<file path="src/hw/rtl/plrm_pkg.sv">
package plrm_pkg;

  localparam int PCT_FRAC_BITS_DEF  = 16;
  localparam int RATE_FRAC_BITS_DEF = 8;
  localparam int PCT_W              = 23;

  typedef struct packed {
    logic               mode;
    logic signed [31:0] packet_id;
    logic signed [31:0] content;
  } plrm_in_t;

  typedef struct packed {
    logic signed [31:0] data_amount;
    logic [31:0]        lost_since_reset;
    logic [23:0]        recv_this_second;
    logic [31:0]        lost_this_second;
    logic [PCT_W-1:0]   loss_percent;
    logic [PCT_W-1:0]   mean_loss_percent;
    logic [PCT_W-1:0]   stdev_loss_percent;
    logic [31:0]        mean_recv_rate;
    logic [31:0]        sdev_recv_rate;
  } plrm_out_t;

  typedef enum logic [3:0] {
    ST_IDLE, ST_PCT, ST_PSQ, ST_ACC, ST_ML, ST_EL, ST_MLSQ, ST_LSQRT,
    ST_MR, ST_ER, ST_MRSQ, ST_RSQRT, ST_OUT
  } plrm_state_t;

  typedef struct packed {
    logic        pkt_we;
    logic        start;
    logic        capture;
    logic        accum;
    logic        out_load;
    plrm_state_t step;
  } plrm_cmd_t;

endpackage

</file>
<file path="src/hw/rtl/plrm_ctrl.sv">
module plrm_ctrl (
  input  logic                clk,
  input  logic                rst_n,
  input  logic                in_valid,
  input  logic                in_mode,
  output logic                in_ready,
  output logic                out_valid,
  input  logic                out_ready,
  input  logic                busy,
  output plrm_pkg::plrm_cmd_t cmd
);
  import plrm_pkg::*;

  plrm_state_t state_r, state_nxt, after;
  logic        issued_r, issued_nxt;
  logic        out_valid_r, out_valid_nxt;

  always_comb begin
    case (state_r)
      ST_PCT:   after = ST_PSQ;
      ST_PSQ:   after = ST_ACC;
      ST_ML:    after = ST_EL;
      ST_EL:    after = ST_MLSQ;
      ST_MLSQ:  after = ST_LSQRT;
      ST_LSQRT: after = ST_MR;
      ST_MR:    after = ST_ER;
      ST_ER:    after = ST_MRSQ;
      ST_MRSQ:  after = ST_RSQRT;
      default:  after = ST_OUT;
    endcase
  end

  assign in_ready  = state_r == ST_IDLE;
  assign out_valid = out_valid_r;

  always_comb begin
    state_nxt    = state_r;
    issued_nxt   = issued_r;
    cmd          = '0;
    cmd.step     = state_r;
    case (state_r)
      ST_IDLE: begin
        if (in_valid) begin
          if (in_mode) state_nxt = ST_PCT;
          else         cmd.pkt_we = 1'b1;
        end
      end
      ST_ACC: begin
        cmd.accum = 1'b1;
        state_nxt = ST_ML;
      end
      ST_OUT: begin
        if (!out_valid_r || out_ready) begin
          cmd.out_load = 1'b1;
          state_nxt    = ST_IDLE;
        end
      end
      default: begin
        // launch the unit, then wait for it to drain
        if (!issued_r) begin
          cmd.start  = 1'b1;
          issued_nxt = 1'b1;
        end else if (!busy) begin
          cmd.capture = 1'b1;
          issued_nxt  = 1'b0;
          state_nxt   = after;
        end
      end
    endcase
    if (cmd.out_load)     out_valid_nxt = 1'b1;
    else if (out_ready)   out_valid_nxt = 1'b0;
    else                  out_valid_nxt = out_valid_r;
  end

  always_ff @(posedge clk) begin
    if (!rst_n) begin
      state_r     <= ST_IDLE;
      issued_r    <= 1'b0;
      out_valid_r <= 1'b0;
    end else begin
      state_r     <= state_nxt;
      issued_r    <= issued_nxt;
      out_valid_r <= out_valid_nxt;
    end
  end

  a_load_shows: assert property (@(posedge clk) disable iff (!rst_n)
    cmd.out_load |=> out_valid_r)
    else $error("result beat not presented after load");

  a_start_idle: assert property (@(posedge clk) disable iff (!rst_n)
    cmd.start |-> !busy)
    else $error("unit launched while busy");

  a_tick_leaves: assert property (@(posedge clk) disable iff (!rst_n)
    (in_valid && in_ready && in_mode) |=> state_r == ST_PCT)
    else $error("tick beat not started");
endmodule
</file>
<file path="config.mk">
export PLATFORM = sky130hd
export DESIGN_NAME = plrm_ctrl
export DESIGN_NICKNAME = d
export VERILOG_FILES = /design/src/hw/rtl/plrm_pkg.sv /design/src/hw/rtl/plrm_ctrl.sv
export SDC_FILE = /design/constraint.sdc
export NUM_CORES = 1
export LEC_CHECK = 0
export ABC_AREA = 1
export BUFFER_PORTS_ARGS = -buffer_cell sky130_fd_sc_hd__buf_2
export CORE_MARGIN = 2
export CORE_UTILIZATION = 30
export DETAILED_ROUTE_END_ITERATION = 10
export SLEW_MARGIN = 10
export SYNTH_ARGS = -nofsm -noshare
export SYNTH_HDL_FRONTEND = slang
export SYNTH_SLANG_ARGS = --single-unit
</file>
<file path="constraint.sdc">
create_clock -name clk -period 1.74 [get_ports clk]
set_input_delay 0.348 -clock clk [delete_from_list [all_inputs] [get_ports clk]]
set_output_delay 0.348 -clock clk [all_outputs]
set_load 0.02 [all_outputs]
</file>
==> results.md <==
* Final setup vio count at 3
* CP Max Fanout at 4
* CTS Buf Count at 3
* CTS tree: built
* Number of buffer and inverter stages on the critical path at 3
* Hold endpoint: out_valid
* Endpoint type of the worst setup path: register
* Power per cell area at roughly 1500 nW/um^2
* Pin count of the biggest net entering global routing at 7
* Number of enable flip-flop cells after synthesis at 0
* Max Root-Sink Buffers at 2
* DIE HEIGHT at 52.2 um
* P_leak at slightly below 0.6 nW
* Max VDD drop at 0.000804 V
* Setup ws final at -0.0337 ns
* Post-route cell area at 1050 um^2
* Initial antenna violation count at 0
* Reg-to-reg critical path endpoint: after[0]
* Mapped Cells at 93
* Placed inst area at 906 um^2
* Final-stage net count at 141
* CP Launch Type: register
* Post-CTS Hold Buffers at 0
* Row cnt at 17
* Skew final at 0.00215 ns
* Register-to-Register Setup Slack at -0.03 ns
* Crit path required time at between 1.5 and 2 ns
* Clock-pin slew on the worst setup and hold paths at roughly 0.070 ns
* Drt total wl at 1.63 mm
* Crit path cell chain: nor2_4, nand3_2, nand2_2, inv_4, nand2_4, nand2_1, nand2_1, nand2_1, buf_4, buf_4, ha_2, nand3_1, nand2_2
* Hold depth at 4
* FILL cells at roughly 230
* Area growth from synthesis to layout at 50.4%
* Clock sink total at 10
* Final RePlAce weighted congestion at approximately 0.74
* Netlist Area Pre-Place at roughly 700 um^2
* ANT nets after route at 0
* Final period util at 1.02
* Maxcap violations at 0
* Hold Fails Final Rpt at 0
* FMAX at between 0.5 and 0.6 GHz
* HPWL Detailed at 1.20 mm
* CP max stage delay at 0.35 ns
* Clock latency at the later pin of the worst-skew pair at 0.26 ns
* Vias per cell at 4.38
* Power Total at 1.53 mW
* All-Layer GR Usage at 0.122
* Hold crit path type: in -> reg
* Async set or reset register ratio after synthesis at 0
* Largest delay share family, worst path: simple AND/OR/NAND/NOR gates
* CTS H-tree depth at 1
* I/O Buffers at 16
* Starting Density at 0.314
* Initial DRT Pass Iterations at 4
* Slew of the pin with the lowest slew margin at 0.230 ns
* Yosys reg bits at 10
* 1st-iter DRT viols at 7
* Multi-input gate area at about 460 um^2
* Final min period at 1.77 ns
* Vias at 696
* Critical hold path startpoint: out_ready
* Reg2reg path depth at 13
* Avg Cell Area, Syn at between 7 and 8 um^2
* Most used cell, CP: nand2_1
* Number of global-route vias before repair at 612
* Layout cells sized above 1 at 0.595
* Prevailing post-synth register cell: dfxtp_1
* Unique masters post-synth at 20
* # DRC at 0
* Sequential element share of the synthesized area at 0.288
* Violated checks: negative setup slack
* R2R Path Start: state_r[0]
* Post-Syn Nets at 102
* Pins over their slew limit at 0
* Ys Warns at 0
* Io pins at 17
* Cell with the largest stage delay on the worst path: dfxtp_2
* DR WL/cell at 10.3 um
* # diodes at 0
* Die Wd at 52.2 um
* Status: finished, violations left
* Die area at 2720 um^2
* Max_slew headroom at 0.846
* First-pass GRT wire length at 2.49 mm
* WP data arrival at 1.94 ns
* CP Class: reg -> reg
* Register area at 205 um^2
* CTS Root Cell: clkbuf_4
* GR Overflow Total at 0
* Setup repair after global routing missed its margin: true
* Core area at 2210 um^2
[flip-flops by register name (all words and copies together), names as in the netlist]
signal / count
issued_r: 1
out_valid: 1
after: 4
state_r: 4
[metal layers]
metal	vias up	GRT usage	part of all wire
li1	359	-	-
met1	320	0.157	0.42
met2	11	0.203	0.53
met3	6	0.0172	0.036
met4	0	0.0513	0.016
met5	-	0	0
[worst max-delay path by stage]
| stage | end | startpoint | cells after the start | slack [ns] |
|---|---|---|---|---|
| final | after[0] | state_r[0] | 13 | -0.03 |
| after global routing | after[0] | state_r[0] | 13 | -0.13 |
| after CTS | after[2] | state_r[0] | 14 | -0.01 |
| after detailed placement | after[2] | state_r[1] | 12 | -0.08 |
| after global placement | after[2] | state_r[3] | 12 | -0.05 |
| after floorplan | after[2] | state_r[1] | 12 | 0.009 |
[synthesized netlist by cell type, types with 3 or more instances]
cell | n | area, um^2
nand2_1 | 20 | 75.1
inv_1 | 13 | 48.8
dfxtp_1 | 10 | 200
nor2_1 | 10 | 37.5
nand3_1 | 7 | 35.0
nand2_2 | 6 | 37.5
nand2_4 | 5 | 56.3
nand3_2 | 4 | 40.0
ha_1 | 3 | 37.5
inv_2 | 3 | 11.3
nor2_4 | 3 | 33.8
[per-stage QoR]
stage,setup slack [ns],util,hold slack (ns),TNS [ns],instances
3_3_place_gp,-0.0451,0.410,0.476,-0.0451,149
4_1_cts,-0.0106,0.432,0.386,-0.0109,153
3_5_place_dp,-0.0770,0.410,0.484,-0.0821,149
6_report,-0.0337,0.473,0.399,-0.0491,159
5_1_grt,-0.128,0.473,0.402,-0.549,159
2_1_floorplan,0.00864,-,0.459,0,93
[cell type report]
type | count | area share
clock buffers | 4 | 0.0347
inverters | 18 | 0.0682
multi-input cells | 64 | 0.444
flip-flops and latches | 10 | 0.196
well taps | 28 | 0.0335
repair buffers | 35 | 0.224
[tightest hold or removal path, stage by stage]
cell and delay [ns]:
buf_2 0.08, nor2_2 0.05, nor2_1 0.10, nor2_1 0.04
[cell usage in the layout (no fill, tap or decap), drive strengths merged, types with 2 or more instances in the layout]
cell type	instances
nand2	31
clkbuf	4
ha	3
nor2	13
dfxtp	10
clkinv	2
inv	16
nand3	12
buf	35
[kinds of logic (layout without fill, tap and decap cells)]
kind of cell / count (synthesis) / count (layout) / share of synthesized area
adder cells (fa/ha/maj): 3 / 3 / 0.0540
buffers and inverters: 19 / 57 / 0.110
AO/OA/AOI/OAI: 3 / 3 / 0.0288
AND/OR/NAND/NOR: 58 / 58 / 0.520
flip-flops: 10 / 10 / 0.288
[power by group]
part | switching [mW] | internal, mW
Sequential | 0.0489 | 0.301
Clock | 0.0829 | 0.127
Combinational | 0.531 | 0.442
Total | 0.663 | 0.870
[timing repair]
| item | 4_1_cts | 5_1_grt |
|---|---|---|
| resized for setup | 3 | 14 |
| setup buffers | 0 | 6 |
| endpoints found under the setup margin | 4 | 7 |
| pin swaps | 2 | 4 |
No activity file was read; power rests on OpenSTA's default activity.
